**src/design/acfp_pkg.sv**
```systemverilog
`default_nettype none

package acfp_pkg;

	localparam int unsigned BYTE_W   = 8;
	localparam int unsigned PERIPH_W = 3;
	localparam int unsigned ACTION_W = 2;
	localparam int unsigned GROUP_W  = 2;
	localparam int unsigned CFG_IDX_W = 1;
	localparam int unsigned OUT_DATA_W = 8;

	localparam logic [BYTE_W-1:0] START_CHAR_RST = 8'h3A;
	localparam logic [BYTE_W-1:0] END_CHAR_RST   = 8'h0A;

	localparam logic [CFG_IDX_W-1:0] REG_START_CHAR = 1'b0;
	localparam logic [CFG_IDX_W-1:0] REG_END_CHAR   = 1'b1;

	localparam logic [BYTE_W-1:0] CH_0 = 8'h30;
	localparam logic [BYTE_W-1:0] CH_1 = 8'h31;
	localparam logic [BYTE_W-1:0] CH_2 = 8'h32;
	localparam logic [BYTE_W-1:0] CH_3 = 8'h33;
	localparam logic [BYTE_W-1:0] CH_E = 8'h45;
	localparam logic [BYTE_W-1:0] CH_A = 8'h41;
	localparam logic [BYTE_W-1:0] CH_T = 8'h54;
	localparam logic [BYTE_W-1:0] CH_R = 8'h52;

	localparam logic [GROUP_W-1:0] GRP_LED    = 2'd0;
	localparam logic [GROUP_W-1:0] GRP_SWITCH = 2'd1;
	localparam logic [GROUP_W-1:0] GRP_ACCEL  = 2'd2;
	localparam logic [GROUP_W-1:0] GRP_LIGHT  = 2'd3;

	localparam logic [PERIPH_W-1:0] PER_RED_LED   = 3'd0;
	localparam logic [PERIPH_W-1:0] PER_GREEN_LED = 3'd1;
	localparam logic [PERIPH_W-1:0] PER_SWITCH1   = 3'd2;
	localparam logic [PERIPH_W-1:0] PER_SWITCH3   = 3'd3;
	localparam logic [PERIPH_W-1:0] PER_ACCEL     = 3'd4;
	localparam logic [PERIPH_W-1:0] PER_LIGHT     = 3'd5;

	localparam logic [ACTION_W-1:0] ACT_ON     = 2'd0;
	localparam logic [ACTION_W-1:0] ACT_OFF    = 2'd1;
	localparam logic [ACTION_W-1:0] ACT_TOGGLE = 2'd2;
	localparam logic [ACTION_W-1:0] ACT_READ   = 2'd3;

endpackage

`default_nettype wire

```
**src/design/ascii_command_frame_parser.sv**
```systemverilog
`default_nettype none

// Channel   Dir  Handshake                    Payload
// s_axis    in   s_axis_tvalid/tready         tdata[7:0] rx_byte
// m_axis    out  m_axis_tvalid/tready         tdata[2:0] peripheral, [4:3] action
// cfg       in   cfg_we (no back-pressure)    cfg_index, cfg_wdata
//
// One word per clock while the result side takes results; each byte is held in
// the input register, then the parser updates and the result register loads.
// The input register stalls only when the result register is full and not taken.
// arst_n clears the parser to waiting for the start char and restores default chars.

module ascii_command_frame_parser
	import acfp_pkg::*;
(
	input  wire logic                  clk,
	input  wire logic                  arst_n,
	input  wire logic                  s_axis_tvalid,
	output      logic                  s_axis_tready,
	input  wire logic [BYTE_W-1:0]     s_axis_tdata,  // [7:0] rx_byte
	output      logic                  m_axis_tvalid,
	input  wire logic                  m_axis_tready,
	output      logic [OUT_DATA_W-1:0] m_axis_tdata,  // [2:0] peripheral, [4:3] action
	input  wire logic                  cfg_we,
	input  wire logic [CFG_IDX_W-1:0]  cfg_index,
	input  wire logic [BYTE_W-1:0]     cfg_wdata
);

	typedef enum logic [2:0] {
		ST_WAIT_START = 3'd0,
		ST_PREFIX     = 3'd1,
		ST_GROUP      = 3'd2,
		ST_INDEX      = 3'd3,
		ST_ACTION     = 3'd4,
		ST_WAIT_END   = 3'd5
	} state_t;

	logic [BYTE_W-1:0]   start_char_q, end_char_q;
	logic                valid_s1;
	logic [BYTE_W-1:0]   byte_s1;
	state_t              state_q, state_d;
	logic                expect_q, expect_d;
	logic [GROUP_W-1:0]  group_q, group_d;
	logic [PERIPH_W-1:0] periph_q, periph_d;
	logic [ACTION_W-1:0] action_q, action_d;
	logic                emit;
	logic                out_valid_q;
	logic [PERIPH_W-1:0] out_periph_q;
	logic [ACTION_W-1:0] out_action_q;
	logic                out_free, fire_s1;

	assign out_free      = !out_valid_q || m_axis_tready;
	assign fire_s1       = valid_s1 && out_free;
	assign s_axis_tready = !valid_s1 || out_free;
	assign m_axis_tvalid = out_valid_q;
	assign m_axis_tdata  = {{(OUT_DATA_W-PERIPH_W-ACTION_W){1'b0}}, out_action_q, out_periph_q};

	always_ff @(posedge clk or negedge arst_n) begin
		if (!arst_n) begin
			start_char_q <= START_CHAR_RST;
			end_char_q   <= END_CHAR_RST;
		end else if (cfg_we) begin
			unique case (cfg_index)
				REG_START_CHAR: start_char_q <= cfg_wdata;
				REG_END_CHAR:   end_char_q   <= cfg_wdata;
				default: ;
			endcase
		end
	end

	always_ff @(posedge clk or negedge arst_n) begin
		if (!arst_n) begin
			valid_s1 <= 1'b0;
			byte_s1  <= '0;
		end else if (s_axis_tready) begin
			valid_s1 <= s_axis_tvalid;
			byte_s1  <= s_axis_tdata;
		end
	end

	always_comb begin
		state_d  = state_q;
		expect_d = expect_q;
		group_d  = group_q;
		periph_d = periph_q;
		action_d = action_q;
		emit     = 1'b0;
		if (byte_s1 == start_char_q) begin
			state_d  = ST_PREFIX;
			expect_d = 1'b1;
		end else begin
			unique case (state_q)
				ST_PREFIX: begin
					if (expect_q) begin
						if (byte_s1 == CH_1) expect_d = 1'b0;
						else state_d = ST_WAIT_START;
					end else if (byte_s1 == CH_0) begin
						state_d = ST_GROUP;
					end else begin
						state_d = ST_WAIT_START;
					end
				end
				ST_GROUP: begin
					if (byte_s1[BYTE_W-1:GROUP_W] == CH_0[BYTE_W-1:GROUP_W]) begin
						group_d = byte_s1[GROUP_W-1:0];
						state_d = ST_INDEX;
					end else begin
						state_d = ST_WAIT_START;
					end
				end
				ST_INDEX: begin
					state_d = ST_WAIT_START;
					case (group_q)
						GRP_LED: begin
							if (byte_s1 == CH_1) begin
								periph_d = PER_RED_LED;
								state_d  = ST_ACTION;
							end else if (byte_s1 == CH_2) begin
								periph_d = PER_GREEN_LED;
								state_d  = ST_ACTION;
							end
						end
						GRP_SWITCH: begin
							if (byte_s1 == CH_1 || byte_s1 == CH_3) begin
								periph_d = (byte_s1 == CH_1) ? PER_SWITCH1 : PER_SWITCH3;
								action_d = ACT_READ;
								state_d  = ST_WAIT_END;
							end
						end
						default: begin
							if (byte_s1 == CH_0) begin
								periph_d = (group_q == GRP_ACCEL) ? PER_ACCEL : PER_LIGHT;
								action_d = ACT_READ;
								state_d  = ST_WAIT_END;
							end
						end
					endcase
				end
				ST_ACTION: begin
					state_d = ST_WAIT_END;
					case (byte_s1)
						CH_E:    action_d = ACT_ON;
						CH_A:    action_d = ACT_OFF;
						CH_T:    action_d = ACT_TOGGLE;
						CH_R:    action_d = ACT_READ;
						default: state_d  = ST_WAIT_START;
					endcase
				end
				ST_WAIT_END: begin
					emit    = (byte_s1 == end_char_q);
					state_d = ST_WAIT_START;
				end
				default: state_d = ST_WAIT_START;
			endcase
		end
	end

	always_ff @(posedge clk or negedge arst_n) begin
		if (!arst_n) begin
			state_q      <= ST_WAIT_START;
			expect_q     <= 1'b0;
			group_q      <= '0;
			periph_q     <= '0;
			action_q     <= '0;
			out_valid_q  <= 1'b0;
			out_periph_q <= '0;
			out_action_q <= '0;
		end else begin
			if (fire_s1) begin
				state_q  <= state_d;
				expect_q <= expect_d;
				group_q  <= group_d;
				periph_q <= periph_d;
				action_q <= action_d;
			end
			if (fire_s1 && emit) begin
				out_valid_q  <= 1'b1;
				out_periph_q <= periph_q;
				out_action_q <= action_q;
			end else if (m_axis_tready) begin
				out_valid_q <= 1'b0;
			end
		end
	end

	a_result_from_wait_end: assert property (@(posedge clk) disable iff (!arst_n)
		$rose(out_valid_q) |-> $past(state_q == ST_WAIT_END))
		else $error("result raised outside wait-end state");

	a_stalled_word_held: assert property (@(posedge clk) disable iff (!arst_n)
		(valid_s1 && !out_free) |=> (valid_s1 && $stable(byte_s1)))
		else $error("stalled input word lost");

	a_back_to_wait_start: assert property (@(posedge clk) disable iff (!arst_n)
		(fire_s1 && state_q == ST_WAIT_END && byte_s1 != start_char_q)
		|=> state_q == ST_WAIT_START)
		else $error("parser did not return to wait-start after frame end");

	a_result_periph_range: assert property (@(posedge clk) disable iff (!arst_n)
		out_valid_q |-> (out_periph_q <= PER_LIGHT))
		else $error("peripheral code out of range");

endmodule

`default_nettype wire

```
**config.mk**
```make
export PLATFORM = sky130hd
export DESIGN_NAME = ascii_command_frame_parser
export DESIGN_NICKNAME = d
export VERILOG_FILES = /design/src/design/acfp_pkg.sv /design/src/design/ascii_command_frame_parser.sv
export SDC_FILE = /design/constraint.sdc
export NUM_CORES = 1
export LEC_CHECK = 0
export BUFFER_PORTS_ARGS = -buffer_cell sky130_fd_sc_hd__buf_4
export CORE_MARGIN = 5
export CORE_UTILIZATION = 45
export DETAILED_ROUTE_END_ITERATION = 16
export PLACE_DENSITY = 0.65
export SETUP_SLACK_MARGIN = 0.1
export SYNTH_ARGS = -nofsm -noshare
export SYNTH_HDL_FRONTEND = slang
export SYNTH_SLANG_ARGS = --single-unit
```
**constraint.sdc**
```tcl
create_clock -name clk -period 2.1 [get_ports clk]
set_input_delay 0.105 -clock clk [delete_from_list [all_inputs] [get_ports clk]]
set_output_delay 0.105 -clock clk [all_outputs]
set_load 0.005 [all_outputs]
```
### Word level (Yosys, flattened, before mapping)

Cells that the tools add are included.

* muxes and demuxes: 32
* reductions and logical operators: 20
* bitwise operators: 2
* eq/ne operators: 25

Operators by type and width (count)
* $mux 3: 12
* $eq 8x6->1 const B: 4
* $eq 8x7->1 const B: 4
* $eq 8x8->1: 2
* $pmux 3 s2: 2
* $pmux 3 s4: 1
* $mux 1: 10
* $ne 3x3->1 const B: 3
* $mux 2: 4
* $pmux 2 s2: 2
* $pmux 2 s4: 1
* $reduce_and 2->1: 4
* $reduce_and 7->1: 1
* $eq 3x2->1 const B: 2
* $eq 3x3->1 const B: 2
* $eq 6x4->1 const B: 1
* $reduce_and 6->1: 1
* $reduce_bool 2->1: 3
* $ne 5x5->1 const B: 1
* $ne 2x2->1 const B: 2
* $ne 4x4->1 const B: 1
* $reduce_and 4->1: 1
* $reduce_or 4->1: 1
* $eq 3x1->1 const B: 1
* 8 further kinds: 13

* output and inout port bits: 10
* logic and storage cells: 91
* register bits after elaboration: 42
* input bits: 22

### Longest topological paths before layout

* depth in word-level cells: 6
* depth in mapped cells: 7
* mapped depth without buffers: 5

### Worst setup path before layout

No wires, ideal clock.

* kind: reg-to-reg
* from: reg byte_s1[3]
* to: reg group_q[0]
* required time: 1.975 ns
* period minus slack after synthesis: 1.857 ns
* arrival time: 1.731 ns
* path buffers: 0
* library setup time: 0.125 ns
* path slack: 0.243 ns
* cell stages (with the launch flop): 5
* path through: dfrtp_1 -> or2_1 -> or3_4 -> or3_4 -> mux2_4

* word-level cells in the longest chain between the ends: 3
* elaborated cells on any way between the ends: 4
* those cells by class: eq/ne: 2; bitwise: 1; reduce/logical: 1

RTL lines
* from (decl): RTL line ascii_command_frame_parser.sv:40 `logic [BYTE_W-1:0] byte_s1;`
* from (signal assigned): RTL line ascii_command_frame_parser.sv:77 `byte_s1 <= s_axis_tdata;`
* $eq 8x8->1: RTL line ascii_command_frame_parser.sv:88 `if (byte_s1 == start_char_q) begin`
* $not 1->1 (no source line)
* $reduce_and 4->1 (no source line) (*)
* to (signal assigned): RTL line ascii_command_frame_parser.sv:172 `group_q <= group_d;`
* to (decl): RTL line ascii_command_frame_parser.sv:43 `logic [GROUP_W-1:0] group_q, group_d;`

Mark *: on every way between the ends. The rest lies on a longest branch, timed or not.
A chain may end at the register's enable or synchronous reset.

### Worst setup path in the final report

Same ends and word-level chain as after synthesis.

==> impl_metrics.csv <==
group,metric,value,unit
run_status,status,"completed",
worst_setup_path,critPathBufInv,0,
logic_synthesis,yosys_most_used_dff,"dfrtp_1",
clocking,h-tree-depth,2,
finish,antenna_cells,0,
worst_setup_path,rr_worst_depth,4,
finish,syn_to_final_growth,17.2,%
pwr,p_int,1.25,mW
logic_synthesis,yosysSeqAreaShare,0.478,
timing,fmax,513,MHz
timing,fin_crit,1.95,ns
worst_setup_path,rrSetupSlack,0.15,ns
pwr,clock_power_share,0.306,
routing,drt-total-wl,4440,µm
global_route,grt_max_degree,43,
global_route,grt_pass1_wl,7530,µm
routing,drc,0,
pwr,sw_frac_of_total,0.258,
timing,finalMaxSlewViolations,0,
floorplan,dieArea,6420,µm²
timing,fin_setup_tns,0,ns
finish,nFillCells,445,
routing,ant_nets,0,
worst_setup_path,cp_top_family,"simple AND/OR/NAND/NOR gates",
global_route,grt_pass1_vias,1547,
pwr,p_switching,0.435,mW
worst_setup_path,worstSetupPathType,"reg2reg",
place,io_buffers,28,
worst_setup_path,critPathCaptureType,"flip-flop",
worst_setup_path,crit_path_start_kind,"flip-flop",
finish,finish.instance_area,2590,µm²
logic_synthesis,synth_area,2210,µm²
logic_synthesis,synthCells,179,
timing,slew_headroom,0.518,
worst_setup_path,arrival,2.13,ns
timing,hold_viol,0,
place,post_dp_cell_area,2470,µm²
clocking,clkSinkCount,42,
floorplan,die_height,80.2,µm
pwr,ir_drop,0.000375,V
min_path,hold_end,"byte_s1[2]",
worst_setup_path,crit_path_max_incr_delay,0.45,ns
routing,first_pass_iters,4,
clocking,tritoncts,"done",
clocking,clk_pin_slew,0.08,ns
worst_setup_path,critPathSlowestCell,"dfrtp_2",
timing,max_slew.worst_pin.slew,0.722,ns
place,dp_hpwl,3430,µm
logic_synthesis,synth_cell_types,49,
finish,fin_util,0.546,
clocking,numCtsBuffers,5,
worst_setup_path,cp_common_cell,"or3_4",
floorplan,start_util,0.466,
routing,routed-via-count,1474,
routing,via_per_inst,5.25,
pwr,seqPwrFrac,0.553,
finish,fin_nets,235,
pwr,power,1.68,mW
timing,setup_violations,0,
worst_setup_path,cp.required,2.28,ns
worst_setup_path,crit_chain,"or2_1 -> or3_4 -> or3_4 -> mux2_4",
min_path,min_path_type,"in2reg",
clocking,clock_latency,0.30,ns
job,drv_cap,0,
place,place_congestion,0.869,
global_route,overflow,0,
pwr,power.density,648,nW/µm²
worst_setup_path,crit_fanout,5,
timing,rsz0062_at_grt,"no",
floorplan,ioPinCount,32,
logic_synthesis,yosys_warnings,0,
timing,fin_skew,0.00961,ns
min_path,whs_path_depth,3,
pwr,p_comb_frac,0.141,
floorplan,core-area,4750,µm²
routing,drt_iter0_markers,82,
routing,wl_per_cell,15.8,µm
clocking,cts-root-buf,"clkbuf_8",
global_route,antenna_found_initial,0,
floorplan,fp-row-count,25,
clocking,post_cts_buffers,0,
logic_synthesis,ys_ff_latch,42,
worst_setup_path,reg2reg_to,"group_q[0]",
clocking,cts_buffer_depth,2,
logic_synthesis,synth-edff-count,0,
floorplan,fp.dieW,80.2,µm
min_path,holdCritStartpoint,"s_axis_tdata[2]",
worst_setup_path,r2r-start,"byte_s1[3]",
logic_synthesis,ys_async_sr_fraction,1.00,
timing,final.period_utilization,0.928,
pwr,leakage,1.13,nW
logic_synthesis,syn_avg_cell_area,12.4,µm²
finish,drive_gt1_frac,0.444,
global_route,gr-usage-all-layers,0.152,
## cells in the mapped netlist, types with 2 or more instances
cell type / n / area [µm²]
or3_4: 2 / 22.5
nor3b_1: 3 / 22.5
a2bb2oi_1: 2 / 17.5
nand2b_1: 3 / 18.8
xnor2_1: 17 / 149
nand3_1: 2 / 10.0
nor2_1: 8 / 30.0
buf_4: 4 / 30.0
nand4_1: 3 / 18.8
o21ai_0: 5 / 25.0
dfrtp_1: 36 / 901
inv_1: 5 / 18.8
clkbuf_1: 2 / 7.51
dfstp_2: 6 / 158
mux2_2: 31 / 349
nor2b_1: 2 / 12.5
buf_6: 4 / 45.0
a21oi_1: 3 / 15.0
nand2_1: 8 / 30.0
o211ai_1: 2 / 15.0
mux2_4: 2 / 30.0
nor4bb_1: 2 / 20.0
## state kept, by name, summed over array words and instances (netlist names)
name,flops
group_q,2
start_char_q,8
valid_s1,1
out_action_q,2
out_periph_q,3
periph_q,3
end_char_q,8
state_q,3
byte_s1,8
expect_q,1
m_axis_tvalid,1
action_q,2
## worst register-to-register path, delay by kind of cell, from the launching register on
kind	cells	cell delay, ns
simple gates	3	1.08
flops	1	0.45
mux	1	0.31
## stage by stage
step                hold slack (ns)  instances  setup slack [ns]
global placement              0.111        271             0.179
CTS                          0.0158        281             0.131
finish                       0.0173        281             0.151
floorplan                    -0.191        181             0.243
global route                 0.0336        281             0.108
detailed placement            0.124        271             0.148
## metal layers
metal	routed length, µm	share of wire	vias to the layer above	GRT usage
li1	-	-	696	-
met1	1890	0.43	739	0.185
met2	2270	0.51	32	0.259
met3	189	0.043	7	0.0359
met4	80	0.018	0	0.0625
met5	0	0	-	0
## final cells by class
class	instances	area, µm²	area share
inverter	5	18.8	0.00723
sequential	42	1060	0.409
clock inverter	2	13.8	0.00530
tap	67	83.8	0.0323
timing repair buffer	35	268	0.103
multi-input combinational	124	1080	0.415
clock buffer	6	72.6	0.0280
## worst max path at each step
stage                     depth (start not counted)  startpoint          end
after floorplan                                   4  byte_s1[3]   group_q[0]
after global placement                            4  byte_s1[7]   group_q[1]
after detailed placement                          4  byte_s1[7]   group_q[1]
after CTS                                         4  byte_s1[7]   group_q[0]
after global routing                              5  byte_s1[1]  periph_q[2]
final                                             4  byte_s1[3]   group_q[0]
## kinds of logic (layout without fill, tap and decap cells)
group / after synthesis / count (layout) / synth area share
flops: 42 / 42 / 0.478
other cells: 1 / 3 / 0.00169
simple gates: 46 / 46 / 0.143
mux: 34 / 34 / 0.176
compound gates: 24 / 24 / 0.0887
buf+inv: 15 / 48 / 0.0458
xor+xnor: 17 / 17 / 0.0672
## layout by cell type (no fill, tap or decap), drive strengths merged, types with 2 or more instances in the layout
master and instances:
dfrtp 36, buf 33, mux2 33, xnor2 17, nand2 8, nor2 8
dfstp 6, o21ai 6, clkbuf 6, inv 5, nand4 4, nand2b 3
a21oi 3, nor3b 3, conb 3, or3 3, nand3 2, nor4bb 2
o211ai 2, nor2b 2, a2bb2oi 2, dlygate4sd3 2, nor4 2, or2 2
o41ai 2, clkinv 2
## timing repair
action                     CTS  global route
hold buffers                 2             0
resized for setup            0             5
setup endpoints to repair    0             7
hold endpoints to repair    37             0
## power by group through the flow
| stage | logic (mW) | registers [mW] | clock network, mW |
|---|---|---|---|
| 2_1_floorplan | 0.174 | 0.927 | 0 |
| 3_3_place_gp | 0.230 | 0.945 | 0 |
| 3_5_place_dp | 0.236 | 0.947 | 0 |
| 4_1_cts | 0.240 | 0.932 | 0.528 |
| 5_1_grt | 0.263 | 0.939 | 0.560 |
| 6_report | 0.236 | 0.931 | 0.515 |
Power figures use the tool's default switching activity.
